<file path="src/hw/rtl/aso_pkg.sv">
// aso_pkg: types and constants shared by the accelerometer orientation block.
// No dependencies.
`timescale 1ns / 1ps

package aso_pkg;

    typedef enum logic [1:0] {
        RC_OK      = 2'd0,
        RC_NO_DATA = 2'd1,
        RC_ZERO    = 2'd2,
        RC_GARBAGE = 2'd3
    } aso_code_t;

    typedef enum logic [1:0] {
        OR_NORMAL = 2'd0,
        OR_UPSIDE = 2'd1,
        OR_LEFT   = 2'd2,
        OR_RIGHT  = 2'd3
    } aso_orient_t;

    typedef enum logic [1:0] {
        LAYOUT_DEFAULT = 2'd0,
        LAYOUT_SWAP_YZ = 2'd1,
        LAYOUT_SWAP_XZ = 2'd2,
        LAYOUT_SWAP_XY = 2'd3
    } aso_layout_t;

    localparam logic [1:0] CFG_AXIS_LAYOUT   = 2'd0;
    localparam logic [1:0] CFG_ORIENT_ENABLE = 2'd1;
    localparam logic [1:0] CFG_TILT_THRESH   = 2'd2;
    localparam logic [1:0] CFG_DOM_MARGIN    = 2'd3;

    localparam logic [11:0] TILT_THRESH_RST = 12'd200;
    localparam logic [11:0] DOM_MARGIN_RST  = 12'd10;

    localparam logic [3:0] MASK_W0 = 4'h9;
    localparam logic [3:0] MASK_W1 = 4'hA;
    localparam logic [3:0] MASK_W2 = 4'hB;

    typedef struct packed {
        aso_layout_t  axis_layout;
        logic         orient_enable;
        logic [11:0]  tilt_threshold;
        logic [11:0]  dominance_margin;
    } aso_cfg_t;

    // decoded burst, as passed from front to back
    typedef struct packed {
        logic               no_data;
        logic               garbage;
        logic [2:0]         wr;
        logic signed [11:0] v0;
        logic signed [11:0] v1;
        logic signed [11:0] v2;
    } aso_item_t;

    typedef struct packed {
        aso_code_t          code;
        logic signed [12:0] x;
        logic signed [12:0] y;
        logic signed [12:0] z;
        logic               orient_valid;
        aso_orient_t        orientation;
        logic               screen_class;
    } aso_result_t;

endpackage

</file>
<file path="src/hw/rtl/accel_sample_orientation.sv">
// accel_sample_orientation: burst decoder and tilt classifier, top level.
// A pushed request is stored in the request queue, then in the result queue, where it
// can be popped. Throughput: one request per cycle unless a queue is full; front
// decode, a 2-entry request queue, back update of held axes and histories, then a
// 2-entry result queue. Reset (rst_n, async low): queues empty, held axes and histories
// zero, registers at their defaults. Depends on aso_pkg, aso_front, aso_queue, aso_back.
`timescale 1ns / 1ps

module accel_sample_orientation (
    input  logic               clk,
    input  logic               rst_n,
    input  logic               cfg_write,
    input  logic [1:0]         cfg_index,
    input  logic [11:0]        cfg_data,
    input  logic               push,
    output logic               full,
    input  logic [7:0]         status_byte,
    input  logic [7:0]         pair0_high,
    input  logic [7:0]         pair0_low,
    input  logic [7:0]         pair1_high,
    input  logic [7:0]         pair1_low,
    input  logic [7:0]         pair2_high,
    input  logic [7:0]         pair2_low,
    output logic               empty,
    input  logic               pop,
    output logic [1:0]         result_code,
    output logic signed [12:0] accel_x,
    output logic signed [12:0] accel_y,
    output logic signed [12:0] accel_z,
    output logic               orient_valid,
    output logic [1:0]         orientation,
    output logic               screen_class
);

    aso_pkg::aso_cfg_t    cfg_reg, cfg_next;
    aso_pkg::aso_item_t   front_item, queue_item;
    aso_pkg::aso_result_t res;
    logic                 queue_empty, back_take;

    always_comb
    begin
        cfg_next = cfg_reg;
        if (cfg_write)
        begin
            unique case (cfg_index)
                aso_pkg::CFG_AXIS_LAYOUT:
                    cfg_next.axis_layout = aso_pkg::aso_layout_t'(cfg_data[1:0]);
                aso_pkg::CFG_ORIENT_ENABLE: cfg_next.orient_enable    = cfg_data[0];
                aso_pkg::CFG_TILT_THRESH:   cfg_next.tilt_threshold   = cfg_data;
                aso_pkg::CFG_DOM_MARGIN:    cfg_next.dominance_margin = cfg_data;
                default:                    cfg_next = cfg_reg;
            endcase
        end
    end

    always_ff @(posedge clk or negedge rst_n)
    begin
        if (!rst_n)
        begin
            cfg_reg.axis_layout      <= aso_pkg::LAYOUT_DEFAULT;
            cfg_reg.orient_enable    <= 1'b0;
            cfg_reg.tilt_threshold   <= aso_pkg::TILT_THRESH_RST;
            cfg_reg.dominance_margin <= aso_pkg::DOM_MARGIN_RST;
        end
        else
        begin
            cfg_reg <= cfg_next;
        end
    end

    aso_front u_front (
        .status_byte (status_byte),
        .pair0_high  (pair0_high),
        .pair0_low   (pair0_low),
        .pair1_high  (pair1_high),
        .pair1_low   (pair1_low),
        .pair2_high  (pair2_high),
        .pair2_low   (pair2_low),
        .item        (front_item)
    );

    aso_queue u_queue (
        .clk     (clk),
        .rst_n   (rst_n),
        .push    (push),
        .wr_data (front_item),
        .full    (full),
        .pop     (back_take),
        .rd_data (queue_item),
        .empty   (queue_empty)
    );

    aso_back u_back (
        .clk      (clk),
        .rst_n    (rst_n),
        .cfg      (cfg_reg),
        .in_valid (!queue_empty),
        .in_item  (queue_item),
        .in_take  (back_take),
        .empty    (empty),
        .pop      (pop),
        .result   (res)
    );

    assign result_code  = res.code;
    assign accel_x      = res.x;
    assign accel_y      = res.y;
    assign accel_z      = res.z;
    assign orient_valid = res.orient_valid;
    assign orientation  = res.orientation;
    assign screen_class = res.screen_class;

endmodule

</file>
<file path="src/hw/rtl/aso_front.sv">
// aso_front: decodes one burst into axis values, write flags and reject flags.
// Depends on aso_pkg.
`timescale 1ns / 1ps

module aso_front (
    input  logic [7:0]         status_byte,
    input  logic [7:0]         pair0_high,
    input  logic [7:0]         pair0_low,
    input  logic [7:0]         pair1_high,
    input  logic [7:0]         pair1_low,
    input  logic [7:0]         pair2_high,
    input  logic [7:0]         pair2_low,
    output aso_pkg::aso_item_t item
);

    always_comb
    begin
        item.no_data = (status_byte[3:0] == 4'h0);
        item.garbage = (status_byte == pair0_high) && (status_byte == pair0_low)
                    && (status_byte == pair1_high)
                    && (pair1_low == pair2_high) && (pair1_low == pair2_low);
        item.wr[0]   = |(status_byte[3:0] & aso_pkg::MASK_W0);
        item.wr[1]   = |(status_byte[3:0] & aso_pkg::MASK_W1);
        item.wr[2]   = |(status_byte[3:0] & aso_pkg::MASK_W2);
        item.v0      = $signed({pair0_high, pair0_low[7:4]});
        item.v1      = $signed({pair1_high, pair1_low[7:4]});
        item.v2      = $signed({pair2_high, pair2_low[7:4]});
    end

endmodule

</file>
<file path="src/hw/rtl/aso_queue.sv">
// aso_queue: two-entry queue of decoded bursts between front and back.
// Depends on aso_pkg.
`timescale 1ns / 1ps

module aso_queue (
    input  logic               clk,
    input  logic               rst_n,
    input  logic               push,
    input  aso_pkg::aso_item_t wr_data,
    output logic               full,
    input  logic               pop,
    output aso_pkg::aso_item_t rd_data,
    output logic               empty
);

    aso_pkg::aso_item_t mem [2];
    logic       wr_ptr_reg, wr_ptr_next;
    logic       rd_ptr_reg, rd_ptr_next;
    logic [1:0] count_reg, count_next;
    logic       do_push, do_pop;

    assign full    = (count_reg == 2'd2);
    assign empty   = (count_reg == 2'd0);
    assign do_push = push && !full;
    assign do_pop  = pop && !empty;
    assign rd_data = mem[rd_ptr_reg];

    always_comb
    begin
        wr_ptr_next = do_push ? ~wr_ptr_reg : wr_ptr_reg;
        rd_ptr_next = do_pop ? ~rd_ptr_reg : rd_ptr_reg;
        count_next  = count_reg + {1'b0, do_push} - {1'b0, do_pop};
    end

    always_ff @(posedge clk or negedge rst_n)
    begin
        if (!rst_n)
        begin
            wr_ptr_reg <= 1'b0;
            rd_ptr_reg <= 1'b0;
            count_reg  <= 2'd0;
        end
        else
        begin
            wr_ptr_reg <= wr_ptr_next;
            rd_ptr_reg <= rd_ptr_next;
            count_reg  <= count_next;
        end
    end

    always_ff @(posedge clk)
    begin
        if (do_push)
        begin
            mem[wr_ptr_reg] <= wr_data;
        end
    end

endmodule

</file>
<file path="src/hw/rtl/aso_back.sv">
// aso_back: axis mapping, held values, tilt histories and the result queue.
// Depends on aso_pkg.
`timescale 1ns / 1ps

module aso_back (
    input  logic                clk,
    input  logic                rst_n,
    input  aso_pkg::aso_cfg_t   cfg,
    input  logic                in_valid,
    input  aso_pkg::aso_item_t  in_item,
    output logic                in_take,
    output logic                empty,
    input  logic                pop,
    output aso_pkg::aso_result_t result
);

    logic signed [12:0] held_x_reg, held_x_next;
    logic signed [12:0] held_y_reg, held_y_next;
    logic signed [12:0] held_z_reg, held_z_next;
    logic [3:0] hist_left_reg, hist_left_next;
    logic [3:0] hist_right_reg, hist_right_next;
    logic [3:0] hist_normal_reg, hist_normal_next;
    logic [3:0] hist_upside_reg, hist_upside_next;

    aso_pkg::aso_result_t res;
    aso_pkg::aso_result_t mem [2];
    logic       wr_ptr_reg, rd_ptr_reg;
    logic [1:0] count_reg, count_next;
    logic       do_pop;

    logic signed [12:0] n0, n1, p0, p1, p2;
    logic signed [12:0] cx, cy, cz, ax_s, ay_s;
    logic [11:0] ax, ay;
    logic        ok, tilted, x_dom, y_dom;
    logic [3:0]  sh_left, sh_right, sh_normal, sh_upside;

    assign in_take = in_valid && (count_reg != 2'd2);
    assign empty   = (count_reg == 2'd0);
    assign do_pop  = pop && !empty;
    assign result  = mem[rd_ptr_reg];

    always_comb
    begin
        p0 = {in_item.v0[11], in_item.v0};
        p1 = {in_item.v1[11], in_item.v1};
        p2 = {in_item.v2[11], in_item.v2};
        n0 = -p0;
        n1 = -p1;
        cx = held_x_reg;
        cy = held_y_reg;
        cz = held_z_reg;
        unique case (cfg.axis_layout)
            aso_pkg::LAYOUT_SWAP_YZ:
            begin
                if (in_item.wr[0]) cx = p0;
                if (in_item.wr[1]) cz = p1;
                if (in_item.wr[2]) cy = p2;
            end
            aso_pkg::LAYOUT_SWAP_XZ:
            begin
                if (in_item.wr[0]) cz = p0;
                if (in_item.wr[1]) cy = p1;
                if (in_item.wr[2]) cx = p2;
            end
            aso_pkg::LAYOUT_SWAP_XY:
            begin
                if (in_item.wr[0]) cy = p0;
                if (in_item.wr[1]) cx = n1;
                if (in_item.wr[2]) cz = p2;
            end
            default:
            begin
                if (in_item.wr[0]) cx = n0;
                if (in_item.wr[1]) cy = n1;
                if (in_item.wr[2]) cz = p2;
            end
        endcase

        res = '0;
        if (in_item.no_data)
            res.code = aso_pkg::RC_NO_DATA;
        else if (cx == 13'sd0 && cy == 13'sd0 && cz == 13'sd0)
            res.code = aso_pkg::RC_ZERO;
        else if (in_item.garbage)
            res.code = aso_pkg::RC_GARBAGE;
        else
            res.code = aso_pkg::RC_OK;
        ok = (res.code == aso_pkg::RC_OK);

        res.x = ok ? cx : held_x_reg;
        res.y = ok ? cy : held_y_reg;
        res.z = ok ? cz : held_z_reg;

        ax_s = cx[12] ? -cx : cx;
        ay_s = cy[12] ? -cy : cy;
        ax   = ax_s[11:0];
        ay   = ay_s[11:0];
        tilted = (ax > cfg.tilt_threshold) || (ay > cfg.tilt_threshold);
        x_dom  = {1'b0, ax} > ({1'b0, ay} + {1'b0, cfg.dominance_margin});
        y_dom  = {1'b0, ay} > ({1'b0, ax} + {1'b0, cfg.dominance_margin});

        sh_left   = {hist_left_reg[2:0], 1'b0};
        sh_right  = {hist_right_reg[2:0], 1'b0};
        sh_normal = {hist_normal_reg[2:0], 1'b0};
        sh_upside = {hist_upside_reg[2:0], 1'b0};

        held_x_next      = held_x_reg;
        held_y_next      = held_y_reg;
        held_z_next      = held_z_reg;
        hist_left_next   = hist_left_reg;
        hist_right_next  = hist_right_reg;
        hist_normal_next = hist_normal_reg;
        hist_upside_next = hist_upside_reg;

        if (in_take && ok)
        begin
            held_x_next = cx;
            held_y_next = cy;
            held_z_next = cz;
            if (cfg.orient_enable)
            begin
                hist_left_next   = sh_left;
                hist_right_next  = sh_right;
                hist_normal_next = sh_normal;
                hist_upside_next = sh_upside;
                if (tilted && x_dom)
                begin
                    if (cx[12])
                    begin
                        hist_left_next = sh_left | 4'h1;
                        if (hist_left_reg[2:0] == 3'b111)
                        begin
                            hist_left_next   = 4'h0;
                            res.orient_valid = 1'b1;
                            res.orientation  = aso_pkg::OR_LEFT;
                        end
                    end
                    else
                    begin
                        hist_right_next = sh_right | 4'h1;
                        if (hist_right_reg[2:0] == 3'b111)
                        begin
                            hist_right_next  = 4'h0;
                            res.orient_valid = 1'b1;
                            res.orientation  = aso_pkg::OR_RIGHT;
                        end
                    end
                end
                else if (tilted && y_dom)
                begin
                    if (cy[12])
                    begin
                        hist_normal_next = sh_normal | 4'h1;
                        if (hist_normal_reg[2:0] == 3'b111)
                        begin
                            hist_normal_next = 4'h0;
                            res.orient_valid = 1'b1;
                            res.orientation  = aso_pkg::OR_NORMAL;
                        end
                    end
                    else
                    begin
                        hist_upside_next = sh_upside | 4'h1;
                        if (hist_upside_reg[2:0] == 3'b111)
                        begin
                            hist_upside_next = 4'h0;
                            res.orient_valid = 1'b1;
                            res.orientation  = aso_pkg::OR_UPSIDE;
                        end
                    end
                end
            end
        end
        res.screen_class = res.orient_valid && (res.orientation == aso_pkg::OR_LEFT
                                             || res.orientation == aso_pkg::OR_RIGHT);

        count_next = count_reg + {1'b0, in_take} - {1'b0, do_pop};
    end

    always_ff @(posedge clk or negedge rst_n)
    begin
        if (!rst_n)
        begin
            held_x_reg      <= '0;
            held_y_reg      <= '0;
            held_z_reg      <= '0;
            hist_left_reg   <= '0;
            hist_right_reg  <= '0;
            hist_normal_reg <= '0;
            hist_upside_reg <= '0;
            wr_ptr_reg      <= 1'b0;
            rd_ptr_reg      <= 1'b0;
            count_reg       <= 2'd0;
        end
        else
        begin
            held_x_reg      <= held_x_next;
            held_y_reg      <= held_y_next;
            held_z_reg      <= held_z_next;
            hist_left_reg   <= hist_left_next;
            hist_right_reg  <= hist_right_next;
            hist_normal_reg <= hist_normal_next;
            hist_upside_reg <= hist_upside_next;
            wr_ptr_reg      <= in_take ? ~wr_ptr_reg : wr_ptr_reg;
            rd_ptr_reg      <= do_pop ? ~rd_ptr_reg : rd_ptr_reg;
            count_reg       <= count_next;
        end
    end

    always_ff @(posedge clk)
    begin
        if (in_take)
        begin
            mem[wr_ptr_reg] <= res;
        end
    end

endmodule
</file>
<file path="config.mk">
export PLATFORM = sky130hd
export DESIGN_NAME = accel_sample_orientation
export DESIGN_NICKNAME = d
export VERILOG_FILES = /design/src/hw/rtl/aso_pkg.sv /design/src/hw/rtl/accel_sample_orientation.sv /design/src/hw/rtl/aso_front.sv /design/src/hw/rtl/aso_queue.sv /design/src/hw/rtl/aso_back.sv
export SDC_FILE = /design/constraint.sdc
export NUM_CORES = 1
export LEC_CHECK = 0
export BUFFER_PORTS_ARGS = -buffer_cell sky130_fd_sc_hd__buf_2
export CAP_MARGIN = 30
export CORE_ASPECT_RATIO = 0.8
export CORE_MARGIN = 1.5
export CORE_UTILIZATION = 25
export DETAILED_ROUTE_END_ITERATION = 6
export PLACE_DENSITY = 0.42
export SYNTH_ARGS = -nofsm -noshare
export SYNTH_HDL_FRONTEND = slang
export SYNTH_SLANG_ARGS = --single-unit
</file>
<file path="constraint.sdc">
create_clock -name clk -period 8.05 [get_ports clk]
set_clock_uncertainty 0.15 [all_clocks]
set_input_delay 0 -clock clk [delete_from_list [all_inputs] [get_ports clk]]
set_output_delay 0 -clock clk [all_outputs]
set_load 0.01 [all_outputs]
</file>
# == Word level (Yosys, flattened, before mapping) ==
# Memories as Yosys holds them, arrays and structs flattened.
# Cells that the tools add are included.
# word_totals
input_bits,75
register_bits,86
output_inout_bits,47
n_memories,2
ramBits,172
wordCells,141
# mem_list
memory,depth,width,rd,rd_ports_with_merged_regs,write_ports,line_no,text
u_back.mem,2,45,1,0,1,aso_back.sv:26,aso_pkg::aso_result_t mem [2];
u_queue.mem,2,41,1,0,1,aso_queue.sv:16,aso_pkg::aso_item_t mem [2];
# classes
n_eq_ne,19
add_sub_neg,10
magnitude_cmp,4
n_reduce_logical,35
mux,50
n_bitwise,4
# op_table
operator,n
$mux 13,14
$pmux 13 s3,2
$mux 3,24
$eq 8x8->1,5
$logic_not 13->1,3
$add 12x12->13,2
$gt 12x13->1,2
$neg 12->13,2
$pmux 13 s2,1
$gt 12x12->1,2
$mux 12,2
$neg 12->12,2
$eq 2x2->1 const B,7
$logic_and 1x1->1,14
$eq 3x3->1 const B,4
$reduce_and 2->1,5
$logic_not 2->1,4
$mux 2,3
$add 2x1->2,2
$eq 2x1->1 const B,2
$logic_not 4->1,1
$mux 1,4
$not 1->1,4
$reduce_or 2->1,2
5 further kinds,9

# == Longest topological paths before layout ==
# An unclocked memory read counts as a cell.
# depth
ltp_word,16
mapped_depth,40
mapped_depth_nobuf,30

# == By module ==
# Synthesis repeated with hierarchy kept, for this count alone.
# unflattened
hier_cells,1451
hier_area_um2,16686.0
# modules_own_cells
mod,cells_each,seq_area_each_um2,area_each_um2,n_inst
aso_back,1152,4078.9,11551.1,1
aso_queue,146,2562.5,3362.0,1
accel_sample_orientation,61,681.9,1094.8,1
aso_front,92,0.0,678.2,1

# == Worst setup path after synthesis ==
# Ideal clock, no wire load.
# synth_timing
path_kind,register to register
startpoint,register u_queue.rd_ptr_reg
endpoint,register u_back.hist_normal_reg[0]
slack_ps,340
arrival_time_ps,7481
required_time_ps,7821
path_buffers,10
period_less_slack_ps,7710
path_stages_with_launch,40
setup_time_ps,79
cell_sequence,dfrtp_1 buf_4 buf_6 buf_6 buf_6 buf_6 buf_6 buf_4 buf_4 buf_4 buf_4 mux2i_1 ha_1 nor4bb_1 o22a_1 nand2_1 o211a_1 o41ai_4 [... 4 more ...] a21oi_1 o21ai_0 a21oi_1 nor2b_1 o21a_1 o31a_1 nor4_1 nor3_1 xnor2_1 ha_1 nand3_1 o21ai_0 o41ai_1 a2111oi_0 o31ai_1 or4_1 a311o_1 mux2i_1
# synth_between
elab_chain_cells,12
word_cells_on_any_way,44
classes_between,6 x add/sub; 4 x order compare; 22 x mux; 11 x reduce/logical; 1 x memory
# synth_rtl
element,line_no,text
from (decl),aso_queue.sv:18,"logic rd_ptr_reg, rd_ptr_next;"
from (signal assigned),aso_queue.sv:46,rd_ptr_reg <= rd_ptr_next;
$mem_v2 2x41 (*),--,
"parallel branches: the longest is 11 deep, another holds $neg 12->13",--,
to (signal assigned),aso_back.sv:202,hist_normal_reg <= hist_normal_next;
to (decl),aso_back.sv:22,"logic [3:0] hist_normal_reg, hist_normal_next;"
# Mark *: on every way between the ends.
# A chain may end at the register's enable or synchronous reset.

# == Worst setup path after layout ==
# Same ends and word-level chain as after synthesis.

==> reports/results.txt <==
Netlist cell types: 91
Sequential cell area: 0.00733 mm2
WL per Instance: 24.5 um
WP data required: 8.40 ns
Vias: 14831
CTS root buf: clkbuf_16
Peak VDD IR: 189 uV
Die H: 237 um
DP HPWL: 53900 um
Period utilization: 94.8%
Leakage: 8.67 nW
Total of max-cap violations: 0
Site row count: 85
Asr flop ratio synth: 33.3%
Max Fclk: 131 MHz
Yosys warns: 0
Final nets: 2071
DRC: 0
Outcome: complete, no violations
Syn Nets: 1813
CP Class: reg -> reg
Final setup fails: 0
CP Capture Type: register
Cell count after synthesis: 1650
Ports: 122
Min-delay worst type: in -> reg
Sequential-to-total area share from yosys stat: 42.8%
#FFs+latches synth: 258
Number of flops mapped to enable cells by yosys: 172
Max incr delay on CP: 0.79 ns
Crit path max fanout: 40
Die X: 296 um
Arr. time, crit path: 7.99 ns
CTS clk-pin slew, worst paths: 0.06 ns
Hold Slack: 0.0282 ns
Clk_lat worst skew: 0.60 ns
Slew Limit Fails: 0
WL final: 69700 um
Core area: 0.0675 mm2
Synthesized area per cell: 10.4 um2
Worst Tran Pin Value: 1.04 ns
Syn Std Cell Area: 0.0171 mm2
RSZ-0062 raised after global routing: no
FILL cells: 6920
Critical path buffers and inverters: 4
CTS tree: yes
Remaining antenna violation count after routing: 0
Layout cells sized above 1: 21.2%
Initial Util: 25.4%
Crit path max-delay family: compound AO/OA/AOI/OAI gates
Largest net degree at the start of global routing: 52
Predominant post-synthesis flop cell: edfxtp_1
Via density: 5.22
GRT overflow: 0
Crit path launch type: register
H-tree depth: 1
Slowest cell on crit path: o21ai_1
Layout area overhead: 24.1%
Pre-antenna DRT Iters: 6
Clock sinks: 258
Clock Path Buffers: 3
Slew HR: 31.0%
Placer congestion estimate: 0.946
First-pass GRT wire length: 101000 um
Initial antenna violation count: 1
Pwr/cell area: 506 mW/mm2
CTS Buf Count: 29
Largest register FFs: 90
Diodes inserted: 0
Initial drt markers: 1762
Setup_tns: 0 ns
Multi-input gate area: 0.00917 mm2
Number of global-route vias before repair: 14153
GRT Util Overall: 19.6%
Fin crit period: 7.63 ns
Buffers added on ports: 121
Die area: 0.0701 mm2
Final-report hold violation count: 0
-- final timing paths --
check / startpoint / to / slack [ns] / cells after the start
worst max-delay path: u_queue.rd_ptr_reg / u_back.hist_normal_reg[0] / 0.42 / 29
worst min-delay path: pair2_low[4] / u_queue.mem[0][0] / 0.03 / 2
worst max register to register: u_queue.rd_ptr_reg / u_back.hist_normal_reg[0] / 0.42 / 29
worst min register to register: u_back.count_reg[1] / u_back.count_reg[1] / 0.35 / 1
max in group asynchronous: rst_n / u_queue.rd_ptr_reg / 6.62 / 4
min in group asynchronous: rst_n / u_back.held_y_reg[4] / 0.34 / 4
-- area by class of cell --
class	count	area share, %
multi-input cells	1241	43.2
flip-flops and latches	258	34.5
repair buffers	318	11.3
well taps	913	5.38
clock buffers	42	3.99
inverters	60	1.06
clock inverters	11	0.577
-- synth_stat cells, drive strengths merged (6+ instances only) --
| cell | instances | area share [%] |
|---|---|---|
| mux2i | 110 | 6.4 |
| nand2 | 157 | 3.4 |
| a31oi | 13 | 0.48 |
| o2111ai | 6 | 0.31 |
| xor2 | 27 | 1.4 |
| buf | 43 | 1.6 |
| o31ai | 12 | 0.61 |
| a222oi | 7 | 0.41 |
| or3 | 11 | 0.40 |
| nor3 | 37 | 1.1 |
| dfrtp | 81 | 12 |
| and2 | 7 | 0.26 |
| a32oi | 7 | 0.36 |
| o21ai | 101 | 3.0 |
| o22ai | 18 | 0.66 |
| nand3b | 7 | 0.31 |
| or4 | 6 | 0.29 |
| inv | 58 | 1.3 |
| o211ai | 29 | 1.3 |
| nor2 | 91 | 2.0 |
| clkbuf | 48 | 1.1 |
| nand3 | 29 | 0.85 |
| o221ai | 14 | 0.72 |
| nand2b | 25 | 0.91 |
| a21oi | 72 | 2.1 |
| o22a | 6 | 0.31 |
| a21o | 19 | 0.83 |
| o21a | 15 | 0.66 |
| xnor2 | 37 | 1.9 |
| and3 | 20 | 0.73 |
| ha | 86 | 6.3 |
| a221oi | 9 | 0.46 |
| nor2b | 21 | 0.77 |
| nand4 | 15 | 0.55 |
| nor4 | 8 | 0.29 |
| mux2 | 103 | 6.9 |
| edfxtp | 172 | 30 |
| a211oi | 9 | 0.39 |
| o211a | 8 | 0.47 |
-- through the flow --
stage | utilization (%) | instances | total power [W] | cell area [um2] | setup WS, ns
CTS | 31.4 | 2838 | 0.0107 | 21200 | 0.157
floorplan | - | 1650 | 0.00660 | 17100 | 0.340
detailed placement | 28.6 | 2697 | 0.00922 | 19300 | 0.213
global route | 31.4 | 2843 | 0.0115 | 21200 | 0.00450
global placement | 28.5 | 2692 | 0.00916 | 19200 | 0.269
finish | 31.4 | 2843 | 0.0107 | 21200 | 0.416
-- routing by layer --
layer  wire length [um]  vias to the layer above  share of wire, %  GRT usage [%]
met1              36000                     7396                52           31.6
met4               1370                        0               2.0           3.79
met5                  0                        -                 0              0
met2              27300                      597                39           26.9
li1                   -                     6768                 -              -
met3               5020                       70               7.2           3.00
-- cells by family after synthesis --
group / after synthesis / share of synthesized area (%)
adders and majority gates: 88 / 6.52
xor gates and xnor gates: 64 / 3.27
muxes: 214 / 13.5
AOI/OAI and AO/OA: 411 / 16.6
DFF: 258 / 42.8
buffers and inverters: 151 / 3.98
and+or+nand+nor: 464 / 13.4
-- power by group --
part / internal [W] / switching, W / leakage, nW
logic: 0.00276 / 0.00397 / 5.53
registers: 0.00211 / 0.000529 / 2.67
clock network: 0.000797 / 0.000574 / 0.471
-- cells in the final DEF (no fill, tap or decap), drive strengths merged, types with 12 or more instances in the layout --
cell         netlist  routed
a21o              19      19
a21oi             72      72
a31oi             13      13
and3              20      20
buf               43     231
clkbuf            48      42
dfrtp             81      81
dlygate4sd3        0      87
edfxtp           172     172
ha                86      86
inv               58      60
mux2             103     103
mux2i            110     110
nand2            157     157
nand2b            25      25
nand3             29      29
nand4             15      15
nor2              91      91
nor2b             21      21
nor3              37      37
o211ai            29      29
o21a              15      15
o21ai            101     101
o221ai            14      14
o22ai             18      18
o31ai             12      12
xnor2             37      37
xor2              27      27
-- repair_timing --
action | 4_1_cts | 5_1_grt
gates resized for setup | 0 | 5
hold buffers | 88 | 0
hold endpoints to repair | 196 | 0
endpoints found under the setup margin | 0 | 19
buffers inserted | 0 | 5
(Power assumes the default switching activity.)
